File: config.mk
export PLATFORM = sky130hd
export DESIGN_NAME = text_mode_cell_pixel_generator
export DESIGN_NICKNAME = d
export VERILOG_FILES = /design/src/design/tmcpg_pkg.sv /design/src/design/tmcpg_row_split.sv /design/src/design/tmcpg_cell_logic.sv /design/src/design/text_mode_cell_pixel_generator.sv
export VERILOG_INCLUDE_DIRS = /design/src /design/src/design
export SDC_FILE = /design/constraint.sdc
export NUM_CORES = 1
export LEC_CHECK = 0
export BUFFER_PORTS_ARGS = -buffer_cell sky130_fd_sc_hd__buf_2
export CAP_MARGIN = 20
export CORE_MARGIN = 2
export CORE_UTILIZATION = 30
export DETAILED_ROUTE_END_ITERATION = 16
export GPL_TIMING_DRIVEN = 0
export PLACE_DENSITY = 0.55
export SYNTH_ARGS = -nofsm -noshare
export SYNTH_HDL_FRONTEND = slang
export SYNTH_HIERARCHICAL = 1
export SYNTH_SLANG_ARGS = --single-unit
File: constraint.sdc
create_clock -name clk -period 4.5 [get_ports clk]
set_input_delay 0.45 -clock clk [delete_from_list [all_inputs] [get_ports clk]]
set_output_delay 0.45 -clock clk [all_outputs]
set_load 0.01 [all_outputs]
File: src/design/text_mode_cell_pixel_generator_assert.svh
// Assertion macros for the text-mode cell pixel generator.
`ifndef TEXT_MODE_CELL_PIXEL_GENERATOR_ASSERT_SVH
`define TEXT_MODE_CELL_PIXEL_GENERATOR_ASSERT_SVH

// Same-cycle implication, checked outside reset.
`define TMCPG_ASSERT_NOW(label, clk, rst, ante, cons, msg) \
  label: assert property (@(posedge clk) disable iff (rst) (ante) |-> (cons)) \
    else $error(msg);

// Next-cycle implication, checked outside reset.
`define TMCPG_ASSERT_NEXT(label, clk, rst, ante, cons, msg) \
  label: assert property (@(posedge clk) disable iff (rst) (ante) |=> (cons)) \
    else $error(msg);

`endif

File: src/design/tmcpg_pkg.sv
package tmcpg_pkg;

  // Display geometry
  localparam int COLUMNS    = 80;
  localparam int ROWS       = 24;
  localparam int CELL_LINES = 10;
  // Text memory depth, a power of two
  localparam int TEXT_DEPTH = 2048;

  localparam int TEXT_ADDR_W = $clog2(TEXT_DEPTH);
  // Wide enough for COLUMNS * row + start + column at every legal geometry
  localparam int SUM_W       = 16;

  localparam int SCAN_W = 8;
  localparam int LINE_W = 5;

  // Reciprocal for scan_line / CELL_LINES, exact over all 8-bit scan lines
  localparam int DIV_SHIFT = SCAN_W + $clog2(CELL_LINES);
  localparam int DIV_MULT  = ((1 << DIV_SHIFT) + CELL_LINES - 1) / CELL_LINES;
  localparam int MULT_W    = DIV_SHIFT + 1;
  localparam int PROD_W    = SCAN_W + MULT_W;

  localparam int CFG_DATA_W  = 14;
  localparam int CFG_INDEX_W = 3;

  typedef enum logic [CFG_INDEX_W-1:0] {
    REG_START_ADDRESS  = 3'd0,
    REG_CURSOR_ADDRESS = 3'd1,
    REG_CURSOR_FIRST   = 3'd2,
    REG_CURSOR_LAST    = 3'd3,
    REG_CURSOR_MODE    = 3'd4,
    REG_MONO_MODE      = 3'd5
  } reg_index_t;

  typedef enum logic [1:0] {
    CURSOR_STEADY     = 2'd0,
    CURSOR_OFF        = 2'd1,
    CURSOR_BLINK_FAST = 2'd2,
    CURSOR_BLINK_SLOW = 2'd3
  } cursor_mode_t;

  // Colour codes
  localparam logic [3:0] COLOUR_WHITE = 4'd7;
  localparam logic [3:0] MONO_LEVEL0  = 4'd8;
  localparam logic [3:0] MONO_LEVEL1  = 4'd9;
  localparam logic [3:0] MONO_LEVEL2  = 4'd10;
  localparam logic [3:0] MONO_LEVEL3  = 4'd11;

  typedef struct packed {
    logic [7:0] scan_line;
    logic [5:0] frame_count;
    logic [6:0] column;
    logic [7:0] attribute;
    logic [7:0] alpha_row_bits;
    logic [7:0] graphic_row_bits;
  } cell_t;

  typedef struct packed {
    logic [10:0] text_address;
    logic [7:0]  pixel_bits;
    logic [3:0]  fg_code;
    logic [3:0]  bg_code;
    logic        frame_done;
  } pix_t;

  typedef struct packed {
    logic [13:0]      start_address;
    logic [13:0]      cursor_address;
    logic [LINE_W-1:0] cursor_first_line;
    logic [LINE_W-1:0] cursor_last_line;
    cursor_mode_t     cursor_mode;
    logic             mono_mode;
  } cfg_t;

endpackage

File: src/design/tmcpg_row_split.sv
module tmcpg_row_split (
  input  logic [tmcpg_pkg::SCAN_W-1:0] scan_line,
  output logic [tmcpg_pkg::SCAN_W-1:0] row
);

  localparam int MW = tmcpg_pkg::MULT_W;
  localparam int PW = tmcpg_pkg::PROD_W;

  logic [PW-1:0] prod;

  // Multiply by the reciprocal and drop the fraction
  assign prod = PW'(scan_line) * PW'(MW'(tmcpg_pkg::DIV_MULT));
  assign row  = tmcpg_pkg::SCAN_W'(prod >> tmcpg_pkg::DIV_SHIFT);

endmodule

File: src/design/tmcpg_cell_logic.sv
module tmcpg_cell_logic (
  input  tmcpg_pkg::cell_t              cell_word,
  input  logic [tmcpg_pkg::SCAN_W-1:0]  row,
  input  tmcpg_pkg::cfg_t               cfg,
  output tmcpg_pkg::pix_t               pix
);

  localparam int AW = tmcpg_pkg::TEXT_ADDR_W;
  localparam int SW = tmcpg_pkg::SUM_W;
  localparam int LW = tmcpg_pkg::LINE_W;

  logic [SW-1:0]                 row_base;
  logic [SW-1:0]                 addr_sum;
  logic [AW-1:0]                 addr;
  logic [AW-1:0]                 csr_addr;
  logic [tmcpg_pkg::SCAN_W-1:0]  line_base;
  logic [tmcpg_pkg::SCAN_W-1:0]  line_diff;
  logic [LW-1:0]                 line;
  logic                          in_window;
  logic                          csr_on;
  logic [3:0]                    fg;
  logic [3:0]                    bg;
  logic [3:0]                    fg_swap;
  logic [3:0]                    bg_swap;

  assign row_base = SW'(row) * SW'(tmcpg_pkg::COLUMNS);
  assign addr_sum = row_base + SW'(cfg.start_address) + SW'(cell_word.column);
  assign addr     = addr_sum[AW-1:0];
  assign csr_addr = cfg.cursor_address[AW-1:0];

  assign line_base = tmcpg_pkg::SCAN_W'(SW'(row) * SW'(tmcpg_pkg::CELL_LINES));
  assign line_diff = cell_word.scan_line - line_base;
  assign line      = line_diff[LW-1:0];

  assign in_window = (line >= cfg.cursor_first_line) && (line <= cfg.cursor_last_line);

  always_comb begin
    csr_on = 1'b0;
    unique case (cfg.cursor_mode)
      tmcpg_pkg::CURSOR_STEADY:     csr_on = 1'b1;
      tmcpg_pkg::CURSOR_OFF:        csr_on = 1'b0;
      tmcpg_pkg::CURSOR_BLINK_FAST: csr_on = cell_word.frame_count[4];
      tmcpg_pkg::CURSOR_BLINK_SLOW: csr_on = cell_word.frame_count[5];
      default:                      csr_on = 1'b0;
    endcase
  end

  always_comb begin
    if (cfg.mono_mode) begin
      fg_swap = cell_word.attribute[2] ? tmcpg_pkg::MONO_LEVEL3 : tmcpg_pkg::MONO_LEVEL2;
      bg_swap = cell_word.attribute[5] ? tmcpg_pkg::MONO_LEVEL1 : tmcpg_pkg::MONO_LEVEL0;
      // inverse video
      if (cell_word.attribute[0]) begin
        fg = bg_swap;
        bg = fg_swap;
      end else begin
        fg = fg_swap;
        bg = bg_swap;
      end
    end else begin
      fg_swap = 4'(cell_word.attribute[2:0]);
      bg_swap = 4'(cell_word.attribute[5:3]);
      fg      = fg_swap;
      bg      = bg_swap;
    end
  end

  always_comb begin
    pix.text_address = 11'(addr);
    pix.pixel_bits   = cell_word.attribute[7] ? cell_word.graphic_row_bits
                                              : cell_word.alpha_row_bits;
    pix.fg_code      = fg;
    pix.bg_code      = bg;
    // attribute blink swaps the pair
    if (cell_word.frame_count[5] && cell_word.attribute[6]) begin
      pix.fg_code = bg;
      pix.bg_code = fg;
    end
    // cursor forces white, glyph row still shown
    if (in_window && csr_on && (addr == csr_addr)) begin
      pix.fg_code = tmcpg_pkg::COLOUR_WHITE;
      pix.bg_code = tmcpg_pkg::COLOUR_WHITE;
    end
    pix.frame_done = (12'(cell_word.scan_line) ==
                      12'(tmcpg_pkg::ROWS * tmcpg_pkg::CELL_LINES - 1)) &&
                     (8'(cell_word.column) == 8'(tmcpg_pkg::COLUMNS - 1));
  end

endmodule

File: src/design/text_mode_cell_pixel_generator.sv
// Text-mode cell pixel generator. Takes one character cell per word on the
// cell channel (scan line, frame count, column, attribute byte and both
// character-generator rows) and returns one pixel word per cell: the
// wrapped text-memory address, eight pixel bits, foreground and background
// codes and a frame-done flag on the last cell of the last scan line.
// A cell word taken into the input register goes on to the output
// register as its pixel word; a new cell word is taken every cycle while
// the pixel side keeps up. The input and output registers are the only
// stages, with the cell row taken from the scan line by a reciprocal
// multiply ahead of the input register. Configuration registers (start
// address, cursor address, cursor lines, cursor mode, mono mode) are
// written through cfg_write/cfg_index/cfg_data and should change only
// while no cell is in flight. Configuration registers and valid flags
// clear on reset; the payload registers are loaded only with valid words.
module text_mode_cell_pixel_generator (
  input  logic                                  clk,
  input  logic                                  rst,
  // configuration
  input  logic                                  cfg_write,
  input  logic [tmcpg_pkg::CFG_INDEX_W-1:0]     cfg_index,
  input  logic [tmcpg_pkg::CFG_DATA_W-1:0]      cfg_data,
  // cell words in
  input  logic                                  cell_valid,
  output logic                                  cell_stall,
  input  tmcpg_pkg::cell_t                      cell_word,
  // pixel words out
  output logic                                  pix_valid,
  input  logic                                  pix_stall,
  output tmcpg_pkg::pix_t                       pix
);

  `include "text_mode_cell_pixel_generator_assert.svh"

  tmcpg_pkg::cfg_t                      cfg;
  tmcpg_pkg::cell_t                     s1_cell;
  logic [tmcpg_pkg::SCAN_W-1:0]         s1_row;
  logic                                 s1_valid;
  logic [tmcpg_pkg::SCAN_W-1:0]         row_next;
  tmcpg_pkg::pix_t                      pix_next;
  logic                                 out_adv;
  logic                                 s1_adv;

  // Configuration registers: masked to width, unknown indexes dropped
  always_ff @(posedge clk) begin
    if (rst) begin
      cfg.start_address     <= '0;
      cfg.cursor_address    <= '0;
      cfg.cursor_first_line <= '0;
      cfg.cursor_last_line  <= '0;
      cfg.cursor_mode       <= tmcpg_pkg::CURSOR_STEADY;
      cfg.mono_mode         <= 1'b0;
    end else if (cfg_write) begin
      unique case (cfg_index)
        tmcpg_pkg::REG_START_ADDRESS:  cfg.start_address  <= cfg_data[13:0];
        tmcpg_pkg::REG_CURSOR_ADDRESS: cfg.cursor_address <= cfg_data[13:0];
        tmcpg_pkg::REG_CURSOR_FIRST:
          cfg.cursor_first_line <= cfg_data[tmcpg_pkg::LINE_W-1:0];
        tmcpg_pkg::REG_CURSOR_LAST:
          cfg.cursor_last_line <= cfg_data[tmcpg_pkg::LINE_W-1:0];
        tmcpg_pkg::REG_CURSOR_MODE:
          cfg.cursor_mode <= tmcpg_pkg::cursor_mode_t'(cfg_data[1:0]);
        tmcpg_pkg::REG_MONO_MODE:      cfg.mono_mode <= cfg_data[0];
        default: ;
      endcase
    end
  end

  // Split the scan line into cell row ahead of the input register
  tmcpg_row_split u_row_split (
    .scan_line (cell_word.scan_line),
    .row       (row_next)
  );

  // Address, cursor and colour logic between the two registers
  tmcpg_cell_logic u_cell_logic (
    .cell_word (s1_cell),
    .row       (s1_row),
    .cfg       (cfg),
    .pix       (pix_next)
  );

  // Advance each stage when the one after it has room
  assign out_adv    = !pix_valid || !pix_stall;
  assign s1_adv     = !s1_valid || out_adv;
  assign cell_stall = !s1_adv;

  always_ff @(posedge clk) begin
    if (rst) begin
      s1_valid  <= 1'b0;
      pix_valid <= 1'b0;
    end else begin
      if (s1_adv) begin
        s1_valid <= cell_valid;
      end
      if (out_adv) begin
        pix_valid <= s1_valid;
      end
    end
  end

  // Payload: load on advance, hold otherwise
  always_ff @(posedge clk) begin
    if (s1_adv && cell_valid) begin
      s1_cell <= cell_word;
      s1_row  <= row_next;
    end
    if (out_adv && s1_valid) begin
      pix <= pix_next;
    end
  end

  // A stall toward the cell side means both stages are full and blocked
  `TMCPG_ASSERT_NOW(a_stall_full, clk, rst, cell_stall, s1_valid && pix_valid && pix_stall, "cell stall without full pipeline")
  // A held cell moves into the output register when it advances
  `TMCPG_ASSERT_NEXT(a_s1_moves, clk, rst, s1_valid && out_adv, pix_valid, "cell word lost between stages")
  // Colour codes stay within the palette and mono levels
  `TMCPG_ASSERT_NOW(a_code_range, clk, rst, pix_valid, (pix.fg_code <= tmcpg_pkg::MONO_LEVEL3) && (pix.bg_code <= tmcpg_pkg::MONO_LEVEL3), "colour code out of range")

endmodule

=== Word-level counts from Yosys, hierarchy flattened ===
Index checks and enable logic that the tools add are counted.
Widths: inputs -> output; s select.

* Output and inout bits: 30
* Register bits after elaboration: 115

* Mux-type cells: 9
* Magnitude comparators: 2
* Reductions and logical operators: 21
* $add $sub $neg: 3
* Eq/ne operators: 11
* Multiply operators: 3

{| class="wikitable"
|+ Operator list
! cell !! count
|-
| $mul 8x8->16 const B || 1
|-
| $mux 4 || 4
|-
| $mux 8 || 2
|-
| $reduce_and 2->1 || 6
|-
| $add 11x11->11 || 1
|-
| $add 11x7->11 || 1
|-
| $eq 11x11->1 || 1
|-
| $eq 8x8->1 const B || 1
|-
| $eq 7x7->1 const B || 1
|-
| $logic_and 1x1->1 || 7
|-
| $mul 5x3->7 const B || 1
|-
| $eq 3x2->1 const B || 2
|-
| $eq 3x3->1 const B || 2
|-
| $ge 5x5->1 || 1
|-
| $le 5x5->1 || 1
|-
| $mul 5x3->4 const B || 1
|-
| $sub 5x5->5 || 1
|-
| $eq 2x2->1 const B || 2
|-
| $logic_not 1->1 || 4
|-
| $pmux 1 s4 || 1
|-
| $eq 3x1->1 const B || 1
|-
| $logic_not 3->1 || 1
|-
| $eq 2x1->1 const B || 1
|-
| $logic_not 2->1 || 1
|-
| other kinds (2) || 4
|}

=== Longest topological paths before layout ===
* Word-level depth: 6
* Mapped depth: 16
* Mapped depth without buffers: 14

=== Modules after synthesis ===
The synthesis kept the hierarchy.

{| class="wikitable"
|+ Modules (own cells, without submodules)
! module !! area each (um^2) !! cells an instance !! instances !! seq. area each (um^2)
|-
| text_mode_cell_pixel_generator || 4214.0 || 247 || 1 || 3293.2
|-
| tmcpg_cell_logic || 1677.9 || 205 || 1 || 0.0
|-
| tmcpg_row_split || 1157.4 || 122 || 1 || 0.0
|}

=== Least setup slack after synthesis ===
OpenSTA, ideal clock, no wires.

* Kind: register to register
* From: reg s1_row[1] (netlist name)
* To: reg pix[8] (netlist name) (data pin)
* Path buffers: 2
* Slack: 558 ps
* Stages on the path, launching flop included: 16
* Arrival: 3691 ps
* Cells stage by stage: edfxtp_1 -> ha_1 -> ha_1 -> fa_1 -> xor2_1 -> ha_1 -> ha_1 -> nor2_1 -> o2bb2ai_1 -> and2_1 -> o21ba_1 -> a2111oi_0 -> or4b_1 -> buf_2 -> and2_1 -> buf_4

* Cells in the longest elaborated chain, start to end: 6
* Elaborated cells between the ends (all ways): 11

{| class="wikitable"
|+ Ends and longest elaborated chain
! element !! RTL line !! RTL
|-
| start, declared || text_mode_cell_pixel_generator.sv:36 || <nowiki>logic [tmcpg_pkg::SCAN_W-1:0] s1_row;</nowiki>
|-
| start signal, assigned || text_mode_cell_pixel_generator.sv:105 || <nowiki>s1_row <= row_next;</nowiki>
|-
| branches (longest 5 deep; another with $add 11x11->11) || n/a ||
|-
| $logic_and 1x1->1 (*) || tmcpg_cell_logic.sv:80 || <nowiki>if (in_window && csr_on && (addr == csr_addr)) begin</nowiki>
|-
| end signal, assigned || text_mode_cell_pixel_generator.sv:108 || <nowiki>pix <= pix_next;</nowiki>
|-
| end, declared || text_mode_cell_pixel_generator.sv:29 || <nowiki>output tmcpg_pkg::pix_t pix</nowiki>
|}

Mark *: on every way between the ends.
A chain may end at the register's enable or synchronous reset.

=== Worst setup path in the final report ===
* From: reg s1_row[0] (netlist name)
* To: reg pix[8] (netlist name) (data pin)

Same word-level chain as after synthesis.

==> results.md <==
- Status: finished, final reports clean
- DR vias: 4470
- DP Worst Slack: 0.0318 ns
- Max_slew headroom: around two fifths
- Routed vias/inst: 4.71
- Crit start category: flop
- Area Growth Syn to Fin: 21.5%
- Worst Setup End Kind: flop
- Top-level I/O count: 97
- RD Place Congestion: roughly 0.86
- Gr usage total: 12.5%
- Slew Limit Fails: 0
- Slack of the worst reg-to-reg path: 0.18 ns
- WHS Endpoint: s1_cell[21]
- Global-route wire length before repair: 23.2 mm
- CTS tree: yes
- Worst skew pair latency: 0.41 ns
- Final core utilization: 37.0%
- PortBufs: slightly below 90
- Sum Neg Setup Slack: 0 ns
- Initial antenna violation count: 0
- Max VDD drop: 0.000275 V
- Worst reg2reg startpoint: s1_row[0]
- Synthesized cell area: 6660 um2
- FP Rows: 54
- First DRT Iteration DRCs: 179
- Total routed wirelength: 14.2 mm
- H-tree depth: 4
- Fin crit share: a little over nine tenths
- DP HPWL: 11.2 mm
- Non-Filler Instances: 950
- Synth Instances: 547
- Num CTS Buffers: 17
- # hold bufs at CTS: 0
- Die area: 23400 um2
- Worst-Margin Slew: a little over 0.9 ns
- Buffer depth of the longest clock path: 2
- Tmin final: 4.32 ns
- Root Buffer: clkbuf_16
- Placed insts: approximately 900
- Core Box Area: 21800 um2
- # DRC: 0
- Clock slew at reported path FFs: about 0.050 ns
- Vias in the first global route: 4628
- RSZ-0062 raised after global routing: no
- Mapped Avg Cell Area: 12.2 um2
- Drt wl/cell: 14.9 um
- Final hold violations: 0
- TritonRoute pass-1 iters: 4
- CTS Sinks: around 110
- Max capacitance violation total: 0
- Max FO, Critical Path: 7
- Yosys warnings: 6
- Diodes inserted: 0
- Nets: 822
- Final worst slack: 0.177 ns
- Largest net degree at the start of global routing: 29
- Pwr Density: 532 nW/um2
- Min-delay src: cell_word[21]
- Die Ht: 153 um
- Post-detailed-route count of antenna-violating nets: 0
- Hold Path Depth: 1
- Max Clock Freq: 231 MHz
- Gr ovfl total: 0
- CP Class: flop to flop
- WHS: 0.206 ns
- Layout cells sized above 1: 22.1%
- FF-to-FF path depth: 15
- Initial Utilization: 30.5%
- CP arrival: 4.50 ns
- Worst Path Required: 4.67 ns
- Worst reg2reg endpoint: pix[8]
- Chip Width: 153 um
- HP Class: input pin to flop
- Final Setup Violations: 0
- P_leak: 3.54 nW
- Worst Skew: 0.00687 ns
[flip-flops by register name, summed over array words and instances (netlist names)]
register / flops
s1_row: 7
s1_cell: 41
pix: 28
pix_valid: 1
s1_valid: 1
cfg: 35
[worst max-delay path, cell delays in order (launching register included)]
cell       delay, ns
edfxtp_1        0.51
ha_1            0.26
ha_1            0.21
fa_1            0.38
xor2_1          0.15
ha_1            0.29
ha_1            0.38
nor2_1          0.08
o2bb2ai_2       0.13
and2_1          0.16
o21ba_1         0.17
a2111oi_1       0.34
or4b_1          0.53
buf_2           0.19
and2_1          0.17
buf_4           0.12
[per-layer routing]
metal	GRT usage (%)	routed length, um	vias to the layer above
li1	-	-	2187
met1	15.2	6230	2144
met2	21.0	6870	123
met3	3.80	859	16
met4	4.41	220	0
met5	0	0	-
[layout make-up]
cell class | instances | area [um2]
plain buffers | 18 | 88.8
flip-flops and latches | 113 | 3020
inverters | 46 | 173
clock inverters | 13 | 144
fillers | 2125 | 13700
clock buffers | 19 | 433
repair buffers | 90 | 468
well taps | 280 | 350
multi-input cells | 371 | 3400
[timing repair]
item                       CTS  global route
setup endpoints to repair    1             2
buffers inserted             0             1
cloned                       0             0
resized for setup            1             3
[how the worst max path moves through the flow]
stage	startpoint	end	slack (ns)	depth (start not counted)
floorplan	s1_row[1]	pix[8]	0.56	15
global placement	s1_row[1]	pix[8]	0.09	15
detailed placement	s1_row[1]	pix[8]	0.03	15
CTS	s1_row[1]	pix[8]	0.05	15
global route	s1_row[0]	pix[8]	0.01	15
finish	s1_row[0]	pix[8]	0.18	15
[power breakdown]
part           total (mW)  switching, mW  internal, mW
Sequential           1.29         0.0438          1.24
Clock                1.31          0.450         0.857
Combinational        1.71          0.953         0.757
Total                4.30           1.45          2.86
[placed cells by master, fill, tap and decap left out, types with 3 or more instances in the layout]
master / count
edfxtp_1: 76
fa_1: 15
nand4b_1: 4
nand2b_1: 47
ha_1: 82
o21ai_1: 7
buf_4: 5
nand4_1: 3
nor2_1: 12
a21oi_1: 19
clkbuf_16: 17
o21bai_1: 4
mux2_2: 10
inv_1: 46
nor4_1: 4
nand3_1: 7
a21oi_2: 3
xnor2_1: 19
bufinv_16: 3
o31ai_1: 3
clkbuf_1: 11
nand2_1: 15
mux2i_1: 38
buf_2: 93
and2_1: 3
xor2_1: 14
nor3_1: 4
clkinv_2: 3
a31oi_1: 3
clkinv_1: 4
dfxtp_1: 37
o21ai_0: 9
a21o_1: 6
[stage by stage]
stage | power (mW) | instance area (um2)
after floorplan | 2.56 | 6660
after global placement | 2.93 | 7450
after detailed placement | 2.98 | 7490
after CTS | 4.31 | 8070
after global routing | 4.63 | 8080
final | 4.30 | 8080
Power figures use the tool's default switching activity.
